[src/sv/elfm_pkg.sv]
`default_nettype none

package elfm_pkg;

    localparam int unsigned CfgIdxW  = 3;
    localparam int unsigned CfgDataW = 16;

    localparam logic [3:0]  STATUS_LEN  = 4'd8;
    localparam logic [7:0]  RUN_MAX     = 8'hFF;
    localparam logic [16:0] ELAPSED_MAX = 17'h1FFFF;

    typedef enum logic [CfgIdxW-1:0] {
        CFG_STATUS_ID  = 3'd0,
        CFG_FAULT_RUN  = 3'd1,
        CFG_RECOV_RUN  = 3'd2,
        CFG_TIMEOUT_MS = 3'd3,
        CFG_TICK_MS    = 3'd4
    } t_cfg_idx;

    typedef enum logic {
        KIND_FRAME = 1'b0,
        KIND_TICK  = 1'b1
    } t_kind;

    typedef struct packed {
        logic [10:0] status_frame_id;
        logic [7:0]  fault_run_limit;
        logic [7:0]  recover_run_limit;
        logic [15:0] timeout_ms;
        logic [9:0]  tick_ms;
    } t_cfg;

    typedef struct packed {
        logic               cmd;
        logic [10:0]        frame_id;
        logic [3:0]         frame_len;
        logic [7:0]         rx_byte0;
        logic [7:0]         rx_byte1;
        logic [7:0]         rx_byte2;
        logic [7:0]         rx_byte3;
        logic [7:0]         rx_byte4;
        logic signed [15:0] throttle;
        logic [7:0]         direction;
        logic [7:0]         enable;
    } t_item;

    typedef struct packed {
        logic               tx_valid;
        logic [7:0]         tx_throttle_high;
        logic [7:0]         tx_throttle_low;
        logic [7:0]         tx_direction;
        logic [7:0]         tx_enable;
        logic               frame_accepted;
        logic [15:0]        speed_rpm;
        logic signed [15:0] current_tenths;
        logic [7:0]         fault_code_out;
        logic               fault_flag;
    } t_result;

endpackage

`default_nettype wire

[src/sv/elfm_in_if.sv]
`default_nettype none

interface elfm_in_if;
    logic               valid;
    logic               ready;
    logic               cmd;
    logic [10:0]        frame_id;
    logic [3:0]         frame_len;
    logic [7:0]         rx_byte0;
    logic [7:0]         rx_byte1;
    logic [7:0]         rx_byte2;
    logic [7:0]         rx_byte3;
    logic [7:0]         rx_byte4;
    logic signed [15:0] throttle;
    logic [7:0]         direction;
    logic [7:0]         enable;

    modport source (
        output valid, cmd, frame_id, frame_len, rx_byte0, rx_byte1, rx_byte2,
               rx_byte3, rx_byte4, throttle, direction, enable,
        input  ready
    );

    modport sink (
        input  valid, cmd, frame_id, frame_len, rx_byte0, rx_byte1, rx_byte2,
               rx_byte3, rx_byte4, throttle, direction, enable,
        output ready
    );
endinterface

`default_nettype wire

[src/sv/elfm_out_if.sv]
`default_nettype none

interface elfm_out_if;
    logic               valid;
    logic               ready;
    logic               tx_valid;
    logic [7:0]         tx_throttle_high;
    logic [7:0]         tx_throttle_low;
    logic [7:0]         tx_direction;
    logic [7:0]         tx_enable;
    logic               frame_accepted;
    logic [15:0]        speed_rpm;
    logic signed [15:0] current_tenths;
    logic [7:0]         fault_code_out;
    logic               fault_flag;

    modport source (
        output valid, tx_valid, tx_throttle_high, tx_throttle_low, tx_direction,
               tx_enable, frame_accepted, speed_rpm, current_tenths,
               fault_code_out, fault_flag,
        input  ready
    );

    modport sink (
        input  valid, tx_valid, tx_throttle_high, tx_throttle_low, tx_direction,
               tx_enable, frame_accepted, speed_rpm, current_tenths,
               fault_code_out, fault_flag,
        output ready
    );
endinterface

`default_nettype wire

[src/sv/elfm_cfg_regs.sv]
`default_nettype none

module elfm_cfg_regs (
    input  wire logic                          i_clk,
    input  wire logic                          i_rst_n,
    input  wire logic                          i_cfg_we,
    input  wire logic [elfm_pkg::CfgIdxW-1:0]  i_cfg_idx,
    input  wire logic [elfm_pkg::CfgDataW-1:0] i_cfg_data,
    output elfm_pkg::t_cfg                     o_cfg
);
    import elfm_pkg::*;

    t_cfg r_cfg;

    always_ff @(posedge i_clk) begin
        if (!i_rst_n) begin
            r_cfg.status_frame_id   <= 11'd0;
            r_cfg.fault_run_limit   <= 8'd3;
            r_cfg.recover_run_limit <= 8'd3;
            r_cfg.timeout_ms        <= 16'd500;
            r_cfg.tick_ms           <= 10'd10;
        end else if (i_cfg_we) begin
            case (t_cfg_idx'(i_cfg_idx))
                CFG_STATUS_ID:  r_cfg.status_frame_id   <= i_cfg_data[10:0];
                CFG_FAULT_RUN:  r_cfg.fault_run_limit   <= i_cfg_data[7:0];
                CFG_RECOV_RUN:  r_cfg.recover_run_limit <= i_cfg_data[7:0];
                CFG_TIMEOUT_MS: r_cfg.timeout_ms        <= i_cfg_data[15:0];
                CFG_TICK_MS:    r_cfg.tick_ms           <= i_cfg_data[9:0];
                default: ;
            endcase
        end
    end

    assign o_cfg = r_cfg;

endmodule

`default_nettype wire

[src/sv/elfm_core.sv]
`default_nettype none

module elfm_core (
    input  wire logic      i_clk,
    input  wire logic      i_rst_n,
    input  wire elfm_pkg::t_cfg i_cfg,
    input  wire logic      i_in_valid,
    output logic           o_in_ready,
    input  wire elfm_pkg::t_item i_item,
    output logic           o_out_valid,
    input  wire logic      i_out_ready,
    output elfm_pkg::t_result o_result
);
    import elfm_pkg::*;

    logic    r_in_vld;
    t_item   r_in;
    logic    r_out_vld;
    t_result r_out;

    logic [15:0] r_speed, n_speed;
    logic [15:0] r_current, n_current;
    logic [7:0]  r_code, n_code;
    logic        r_fault, n_fault;
    logic [7:0]  r_fault_run, n_fault_run;
    logic [7:0]  r_healthy_run, n_healthy_run;
    logic [16:0] r_elapsed, n_elapsed;
    logic        r_seen, n_seen;
    logic        r_pending, n_pending;

    logic        w_adv;
    logic        w_is_tick;
    logic        w_match;
    logic [17:0] w_sum;
    t_result     n_out;

    // one beat moves from the input register to the result register
    assign w_adv      = r_in_vld && (!r_out_vld || i_out_ready);
    assign o_in_ready = !r_in_vld || w_adv;
    assign w_is_tick  = (t_kind'(r_in.cmd) == KIND_TICK);
    assign w_match    = !w_is_tick && (r_in.frame_id == i_cfg.status_frame_id)
                        && (r_in.frame_len == STATUS_LEN);
    assign w_sum      = {1'b0, r_elapsed} + 18'(i_cfg.tick_ms);

    always_comb begin
        n_speed       = r_speed;
        n_current     = r_current;
        n_code        = r_code;
        n_fault       = r_fault;
        n_fault_run   = r_fault_run;
        n_healthy_run = r_healthy_run;
        n_elapsed     = r_elapsed;
        n_seen        = r_seen;
        n_pending     = r_pending;
        if (w_match) begin
            n_speed   = {r_in.rx_byte0, r_in.rx_byte1};
            n_current = {r_in.rx_byte2, r_in.rx_byte3};
            n_code    = r_in.rx_byte4;
            n_seen    = 1'b1;
            n_pending = 1'b1;
            if (r_in.rx_byte4 != 8'd0) begin
                n_healthy_run = 8'd0;
                n_fault_run   = (r_fault_run != RUN_MAX) ? r_fault_run + 8'd1 : r_fault_run;
                if (n_fault_run >= i_cfg.fault_run_limit) begin
                    n_fault = 1'b1;
                end
            end else begin
                n_fault_run   = 8'd0;
                n_healthy_run = (r_healthy_run != RUN_MAX) ? r_healthy_run + 8'd1
                                                           : r_healthy_run;
                if (n_healthy_run >= i_cfg.recover_run_limit) begin
                    n_fault = 1'b0;
                end
            end
        end else if (w_is_tick) begin
            // a pending status restarts the timer at this tick
            if (r_pending) begin
                n_elapsed = 17'd0;
                n_pending = 1'b0;
            end else if (w_sum > {1'b0, ELAPSED_MAX}) begin
                n_elapsed = ELAPSED_MAX;
            end else begin
                n_elapsed = w_sum[16:0];
            end
            if (r_seen && (n_elapsed > {1'b0, i_cfg.timeout_ms})) begin
                n_fault = 1'b1;
            end
        end
    end

    always_comb begin
        n_out                  = '0;
        n_out.tx_valid         = w_is_tick;
        if (w_is_tick) begin
            n_out.tx_throttle_high = r_in.throttle[15:8];
            n_out.tx_throttle_low  = r_in.throttle[7:0];
            n_out.tx_direction     = r_in.direction;
            n_out.tx_enable        = r_in.enable;
        end
        n_out.frame_accepted   = w_match;
        n_out.speed_rpm        = n_speed;
        n_out.current_tenths   = n_current;
        n_out.fault_code_out   = n_code;
        n_out.fault_flag       = n_fault;
    end

    always_ff @(posedge i_clk) begin
        if (!i_rst_n) begin
            r_in_vld      <= 1'b0;
            r_out_vld     <= 1'b0;
            r_speed       <= 16'd0;
            r_current     <= 16'd0;
            r_code        <= 8'd0;
            r_fault       <= 1'b0;
            r_fault_run   <= 8'd0;
            r_healthy_run <= 8'd0;
            r_elapsed     <= 17'd0;
            r_seen        <= 1'b0;
            r_pending     <= 1'b0;
        end else begin
            if (o_in_ready) begin
                r_in_vld <= i_in_valid;
            end
            if (w_adv) begin
                r_out_vld     <= 1'b1;
                r_speed       <= n_speed;
                r_current     <= n_current;
                r_code        <= n_code;
                r_fault       <= n_fault;
                r_fault_run   <= n_fault_run;
                r_healthy_run <= n_healthy_run;
                r_elapsed     <= n_elapsed;
                r_seen        <= n_seen;
                r_pending     <= n_pending;
            end else if (i_out_ready) begin
                r_out_vld <= 1'b0;
            end
        end
    end

    always_ff @(posedge i_clk) begin
        if (o_in_ready && i_in_valid) begin
            r_in <= i_item;
        end
        if (w_adv) begin
            r_out <= n_out;
        end
    end

    assign o_out_valid = r_out_vld;
    assign o_result    = r_out;

endmodule

`default_nettype wire

[src/sv/esc_link_fault_monitor.sv]
// Channel   Dir   Beat content
// i_in      in    received frame (cmd 0) or heartbeat tick (cmd 1)
// o_out     out   command bytes on tick, decoded status, fault flag
// i_cfg_*   in    register write: index, 16-bit data
//
// One beat per cycle sustained while the output is not stalled; a beat passes the
// input register, then the result register after the state update, and output
// valid rises when the beat reaches the result register.
// Reset is synchronous, active low: counters, timer and flags clear, registers
// take their defaults. A stalled output holds its beat; one more input beat is
// taken into the input register and then input ready drops.
`default_nettype none

module esc_link_fault_monitor (
    input  wire logic                          i_clk,
    input  wire logic                          i_rst_n,
    elfm_in_if.sink                            i_in,
    elfm_out_if.source                         o_out,
    input  wire logic                          i_cfg_we,
    input  wire logic [elfm_pkg::CfgIdxW-1:0]  i_cfg_idx,
    input  wire logic [elfm_pkg::CfgDataW-1:0] i_cfg_data
);
    import elfm_pkg::*;

    t_cfg    w_cfg;
    t_item   w_item;
    t_result w_result;
    logic    w_in_ready;
    logic    w_out_valid;

    assign w_item.cmd       = i_in.cmd;
    assign w_item.frame_id  = i_in.frame_id;
    assign w_item.frame_len = i_in.frame_len;
    assign w_item.rx_byte0  = i_in.rx_byte0;
    assign w_item.rx_byte1  = i_in.rx_byte1;
    assign w_item.rx_byte2  = i_in.rx_byte2;
    assign w_item.rx_byte3  = i_in.rx_byte3;
    assign w_item.rx_byte4  = i_in.rx_byte4;
    assign w_item.throttle  = i_in.throttle;
    assign w_item.direction = i_in.direction;
    assign w_item.enable    = i_in.enable;
    assign i_in.ready       = w_in_ready;

    elfm_cfg_regs u_cfg (
        .i_clk      (i_clk),
        .i_rst_n    (i_rst_n),
        .i_cfg_we   (i_cfg_we),
        .i_cfg_idx  (i_cfg_idx),
        .i_cfg_data (i_cfg_data),
        .o_cfg      (w_cfg)
    );

    elfm_core u_core (
        .i_clk       (i_clk),
        .i_rst_n     (i_rst_n),
        .i_cfg       (w_cfg),
        .i_in_valid  (i_in.valid),
        .o_in_ready  (w_in_ready),
        .i_item      (w_item),
        .o_out_valid (w_out_valid),
        .i_out_ready (o_out.ready),
        .o_result    (w_result)
    );

    assign o_out.valid            = w_out_valid;
    assign o_out.tx_valid         = w_result.tx_valid;
    assign o_out.tx_throttle_high = w_result.tx_throttle_high;
    assign o_out.tx_throttle_low  = w_result.tx_throttle_low;
    assign o_out.tx_direction     = w_result.tx_direction;
    assign o_out.tx_enable        = w_result.tx_enable;
    assign o_out.frame_accepted   = w_result.frame_accepted;
    assign o_out.speed_rpm        = w_result.speed_rpm;
    assign o_out.current_tenths   = w_result.current_tenths;
    assign o_out.fault_code_out   = w_result.fault_code_out;
    assign o_out.fault_flag       = w_result.fault_flag;

endmodule

`default_nettype wire
[src/flat_wrapper.sv]
// flat-port wrapper written by rule: the top's interface ports become plain ports
module esc_link_fault_monitor_flat import elfm_pkg::*;
  (i_clk, i_rst_n, i_cfg_we, i_cfg_idx, i_cfg_data, i_in_valid, i_in_cmd, i_in_frame_id, i_in_frame_len, i_in_rx_byte0, i_in_rx_byte1, i_in_rx_byte2, i_in_rx_byte3, i_in_rx_byte4, i_in_throttle, i_in_direction, i_in_enable, i_in_ready, o_out_valid, o_out_tx_valid, o_out_tx_throttle_high, o_out_tx_throttle_low, o_out_tx_direction, o_out_tx_enable, o_out_frame_accepted, o_out_speed_rpm, o_out_current_tenths, o_out_fault_code_out, o_out_fault_flag, o_out_ready);
  elfm_in_if i_in_i ();
  elfm_out_if o_out_i ();
  input  wire logic i_clk;
  input  wire logic i_rst_n;
  input  wire logic i_cfg_we;
  input  wire logic [elfm_pkg::CfgIdxW-1:0] i_cfg_idx;
  input  wire logic [elfm_pkg::CfgDataW-1:0] i_cfg_data;
  input wire logic [$bits(i_in_i.valid)-1:0] i_in_valid;
  input wire logic [$bits(i_in_i.cmd)-1:0] i_in_cmd;
  input wire logic [$bits(i_in_i.frame_id)-1:0] i_in_frame_id;
  input wire logic [$bits(i_in_i.frame_len)-1:0] i_in_frame_len;
  input wire logic [$bits(i_in_i.rx_byte0)-1:0] i_in_rx_byte0;
  input wire logic [$bits(i_in_i.rx_byte1)-1:0] i_in_rx_byte1;
  input wire logic [$bits(i_in_i.rx_byte2)-1:0] i_in_rx_byte2;
  input wire logic [$bits(i_in_i.rx_byte3)-1:0] i_in_rx_byte3;
  input wire logic [$bits(i_in_i.rx_byte4)-1:0] i_in_rx_byte4;
  input wire logic [$bits(i_in_i.throttle)-1:0] i_in_throttle;
  input wire logic [$bits(i_in_i.direction)-1:0] i_in_direction;
  input wire logic [$bits(i_in_i.enable)-1:0] i_in_enable;
  output wire logic [$bits(i_in_i.ready)-1:0] i_in_ready;
  output wire logic [$bits(o_out_i.valid)-1:0] o_out_valid;
  output wire logic [$bits(o_out_i.tx_valid)-1:0] o_out_tx_valid;
  output wire logic [$bits(o_out_i.tx_throttle_high)-1:0] o_out_tx_throttle_high;
  output wire logic [$bits(o_out_i.tx_throttle_low)-1:0] o_out_tx_throttle_low;
  output wire logic [$bits(o_out_i.tx_direction)-1:0] o_out_tx_direction;
  output wire logic [$bits(o_out_i.tx_enable)-1:0] o_out_tx_enable;
  output wire logic [$bits(o_out_i.frame_accepted)-1:0] o_out_frame_accepted;
  output wire logic [$bits(o_out_i.speed_rpm)-1:0] o_out_speed_rpm;
  output wire logic [$bits(o_out_i.current_tenths)-1:0] o_out_current_tenths;
  output wire logic [$bits(o_out_i.fault_code_out)-1:0] o_out_fault_code_out;
  output wire logic [$bits(o_out_i.fault_flag)-1:0] o_out_fault_flag;
  input wire logic [$bits(o_out_i.ready)-1:0] o_out_ready;
  assign i_in_i.valid = i_in_valid;
  assign i_in_i.cmd = i_in_cmd;
  assign i_in_i.frame_id = i_in_frame_id;
  assign i_in_i.frame_len = i_in_frame_len;
  assign i_in_i.rx_byte0 = i_in_rx_byte0;
  assign i_in_i.rx_byte1 = i_in_rx_byte1;
  assign i_in_i.rx_byte2 = i_in_rx_byte2;
  assign i_in_i.rx_byte3 = i_in_rx_byte3;
  assign i_in_i.rx_byte4 = i_in_rx_byte4;
  assign i_in_i.throttle = i_in_throttle;
  assign i_in_i.direction = i_in_direction;
  assign i_in_i.enable = i_in_enable;
  assign i_in_ready = i_in_i.ready;
  assign o_out_valid = o_out_i.valid;
  assign o_out_tx_valid = o_out_i.tx_valid;
  assign o_out_tx_throttle_high = o_out_i.tx_throttle_high;
  assign o_out_tx_throttle_low = o_out_i.tx_throttle_low;
  assign o_out_tx_direction = o_out_i.tx_direction;
  assign o_out_tx_enable = o_out_i.tx_enable;
  assign o_out_frame_accepted = o_out_i.frame_accepted;
  assign o_out_speed_rpm = o_out_i.speed_rpm;
  assign o_out_current_tenths = o_out_i.current_tenths;
  assign o_out_fault_code_out = o_out_i.fault_code_out;
  assign o_out_fault_flag = o_out_i.fault_flag;
  assign o_out_i.ready = o_out_ready;
  esc_link_fault_monitor u_core (.i_clk(i_clk), .i_rst_n(i_rst_n), .i_in(i_in_i), .o_out(o_out_i), .i_cfg_we(i_cfg_we), .i_cfg_idx(i_cfg_idx), .i_cfg_data(i_cfg_data));
endmodule
[config.mk]
export PLATFORM = sky130hd
export DESIGN_NAME = esc_link_fault_monitor_flat
export DESIGN_NICKNAME = d
export VERILOG_FILES = /design/src/sv/elfm_pkg.sv /design/src/sv/elfm_in_if.sv /design/src/sv/elfm_out_if.sv /design/src/sv/elfm_cfg_regs.sv /design/src/sv/elfm_core.sv /design/src/sv/esc_link_fault_monitor.sv /design/src/flat_wrapper.sv
export SDC_FILE = /design/constraint.sdc
export NUM_CORES = 1
export LEC_CHECK = 0
export ABC_AREA = 0
export BUFFER_PORTS_ARGS = -buffer_cell sky130_fd_sc_hd__clkbuf_2
export CAP_MARGIN = 20
export CORE_ASPECT_RATIO = 1.4
export CORE_UTILIZATION = 43
export DETAILED_ROUTE_END_ITERATION = 8
export PLACE_DENSITY_LB_ADDON = 0.15
export RECOVER_POWER = 100
export SYNTH_ARGS = -nofsm -noshare
export SYNTH_HDL_FRONTEND = slang
export SYNTH_SLANG_ARGS = --single-unit
export TNS_END_PERCENT = 1
[constraint.sdc]
create_clock -name i_clk -period 7.2 [get_ports i_clk]
set_input_delay 0.36 -clock i_clk [delete_from_list [all_inputs] [get_ports i_clk]]
set_output_delay 0.36 -clock i_clk [all_outputs]
set_load 0.05 [all_outputs]
==> flow_summary.yaml <==
finish:
  syn_to_final_growth_pct: 24.07
  nets: 1601
  drive_above_1_share_pct: 10.97
  final_area_mm2: 0.01543
floorplan:
  die_w_um: 145.8
  rows: 73
  start_util_pct: 43.79
  die_y_um: 203.2
  die-area_mm2: 0.02962
  io_pins: 189
  coreArea_mm2: 0.02841
worst_setup_path:
  startpoint_type: "flip-flop"
  arrival_ps: 5470
  crit_cells: 10
  critPathCaptureType: "flip-flop"
  path_buf_inv: 3
  cp_slowest_cell: "nor2b_1"
  ff2ff_path_depth: 10
  max_stage_delay_ps: 1150
  crit_fanout: 44
  crit_chain: "clkbuf_1 > nor4_1 > nand4_1 > or4_2 > buf_4 > nor2b_1 > buf_4 > o21ai_0 > a21oi_1 > nor2b_1"
  path_class: "flip-flop to flip-flop"
  crit_family: "simple AND/OR/NAND/NOR gates"
  cp_data_required_time_ps: 7620
drt:
  drtIter0Drc: 382
  routed_wl_um: 28030
  viasPerCell: 4.959
  first_pass_iters: 4
  routedWlPerCell_um: 15.20
  drcViolationCount: 0
  final_antenna_net_count: 0
  vias: 9145
clock_network:
  cts_root_buffer: "clkbuf_16"
  clock-sinks: 294
  clkTransAtPathRegs_ps: 70
  htree_levels: 1
  clock_latency_ps: 560
  cts_tree: "yes"
  cts-buffers-inserted: 30
  clk_path_buf_depth: 3
  cts_resized: 0
power_and_ir_drop:
  seq_power_share_pct: 49.8
  internal-power_mw: 2.908
  power.leakage_nw: 5.900
  p_per_area_mw_per_mm2: 241.2
  peakVddDrop_uv: 149.9
  switching_share_pct: 21.88
  clkPwrFrac_pct: 43.5
  power_frac_comb_pct: 6.7
  switchingPower_uw: 814.6
global_routing:
  grt_usage_pct: 19.08
  grt_pass1_vias: 9163
  grt_max_degree: 108
  overflow: 0
  antenna_found_initial: 0
  grt_pass1_wl_um: 45370
synth:
  async_flop_share_pct: 0
  synth_area_leaders: "edfxtp_1 (39%), dfxtp_1 (21%), nand2_1 (10%)"
  yosysTopAreaCell: "edfxtp_1"
  netlist_area_mm2: 0.01244
  synth_edf_count: 163
  synthCells: 1185
  synth_top_cell_area_share_pct: 39.35
  ys_warn_count: 0
  ys.flop_type: "edfxtp_1"
  yosysSeqAreaShare_pct: 60.43
  ys_types: 57
  synth-seq-cells: 294
  synth_fp_nets: 1342
  yosysMostFrequentCell: "nand2_1"
  synthTopCellsByCount: "nand2_1 (338), edfxtp_1 (163), dfxtp_1 (131)"
  syn_avg_cell_area_um2: 10.50
run_status:
  outcome: "finished with violations"
  violations: "max-capacitance violations, max-slew violations"
placement:
  post-dp-hpwl_um: 17880
  finalWeightedCongestion: 0.8490
  placed_area_mm2: 0.01370
  port_buffers: 188
flow_run:
  drv_cap: 6
timing:
  fin_crit_ps: 5048
  worst_slew_pin_slew_ps: 4253
  fin_skew_ps: 22.65
  final_hold_viol_count: 0
  setup_viol: 0
  slew_viol_final: 355
  relSlewSlack_pct: -183.5
  fin_setup_tns_ps: 0
  fmax_ghz: 0.1981
  final.period_utilization_pct: 70.12
  rsz0062_at_grt: "false"
hold_path:
  hp-class: "primary input to flip-flop"
  min_path_cells: 3
[power by group through the flow]
stage / logic (mW) / registers [mW] / clock network, mW
floorplan: 0.0831 / 1.94 / 0
global placement: 0.215 / 1.89 / 0
detailed placement: 0.216 / 1.89 / 0
CTS: 0.255 / 1.85 / 1.67
global route: 0.270 / 1.86 / 1.72
finish: 0.248 / 1.85 / 1.62
[area by class of cell]
cell class	count	area, µm²
Clock buffer	37	808.3
Multi-Input combinational cell	802	4548
Inverter	36	135.1
Fill cell	2588	12970
Timing Repair Buffer	280	1714
Tap cell	375	469.2
Antenna cell	1	2.502
Sequential cell	294	7517
Clock inverter	19	239.0
[through the flow]
step	utilization, %	hold WS [ps]	total power, mW	std cells	setup WS (ps)
5_1_grt	54.32	47.02	3.851	1843	1575
6_report	54.33	37.14	3.722	1844	2152
3_5_place_dp	48.23	450.8	2.104	1702	3126
2_1_floorplan	-	431.5	2.021	1185	3528
3_3_place_gp	48.23	441.7	2.101	1702	3196
4_1_cts	54.91	0.5949	3.771	1843	3117
[flip-flops by register name, indices dropped and copies added, names as in the netlist, 8 cells and up]
| name | count |
|---|---|
| u_core.u_cfg.o_cfg | 53 |
| u_core.u_core.o_result | 75 |
| u_core.u_core.r_code | 8 |
| u_core.u_core.r_current | 16 |
| u_core.u_core.r_elapsed | 17 |
| u_core.u_core.r_fault_run | 8 |
| u_core.u_core.r_healthy_run | 8 |
| u_core.u_core.r_in | 87 |
| u_core.u_core.r_speed | 16 |
[what timing repair did]
item,4_1_cts,5_1_grt
hold buffers,85,0
hold endpoints to repair,85,0
setup buffers,0,0
setup endpoints to repair,0,0
[cells by family after synthesis]
kind of cell	count (synthesis)	share of synthesized area (%)
simple gates	516	18.30
flops	294	60.43
compound gates	210	11.55
buf+inv	89	2.897
fa+ha+maj	45	4.587
xor+xnor	28	1.971
mux	3	0.2716
[final timing paths]
kind | from | end | slack, ps
max | u_core.u_core.w_is_tick | u_core.u_core.r_healthy_run[0] | 2150
min | i_cfg_data[15] | u_core.u_cfg.o_cfg[25] | 40
max reg2reg | u_core.u_core.w_is_tick | u_core.u_core.r_healthy_run[0] | 2150
min reg2reg | u_core.u_core.r_speed[12] | u_core.u_core.r_speed[12] | 460
[cell usage in the layout (no fill, tap or decap), types with 3 or more instances in the layout]
master / n
nand2_1: 338
edfxtp_1: 163
dfxtp_1: 131
clkbuf_1: 99
clkbuf_2: 99
a21boi_0: 92
dlygate4sd3_1: 85
nor2_1: 46
ha_1: 44
a21oi_1: 39
inv_1: 36
clkbuf_16: 31
o21ai_0: 26
xnor2_1: 25
and2_1: 21
nand3_1: 20
and2_0: 17
nand4_1: 16
nor2b_1: 14
o211ai_1: 11
and3_1: 10
nor3_1: 9
a21o_1: 7
nor4_1: 6
a211oi_1: 6
clkinv_2: 6
o21a_1: 5
a31oi_1: 5
clkinv_4: 5
bufinv_16: 5
or2_2: 4
nor3b_1: 3
xor2_1: 3
mux2_2: 3
a311oi_1: 3
[worst reg2reg max path, delay by kind of cell, from the launching register on]
kind | cells | cell delay (ps)
AND/OR/NAND/NOR | 5 | 2680
buffers and inverters | 3 | 1550
flip-flops | 1 | 350
AO/OA/AOI/OAI | 2 | 350
[layer usage]
layer | vias to the layer above | GRT usage (%) | part of all wire, %
met2 | 189 | 35.56 | 51
li1 | 4615 | - | -
met3 | 39 | 2.148 | 3.6
met4 | 0 | 6.015 | 2.2
met1 | 4302 | 22.79 | 43
met5 | - | 0 | 0
No activity file was read; power rests on OpenSTA's default activity.
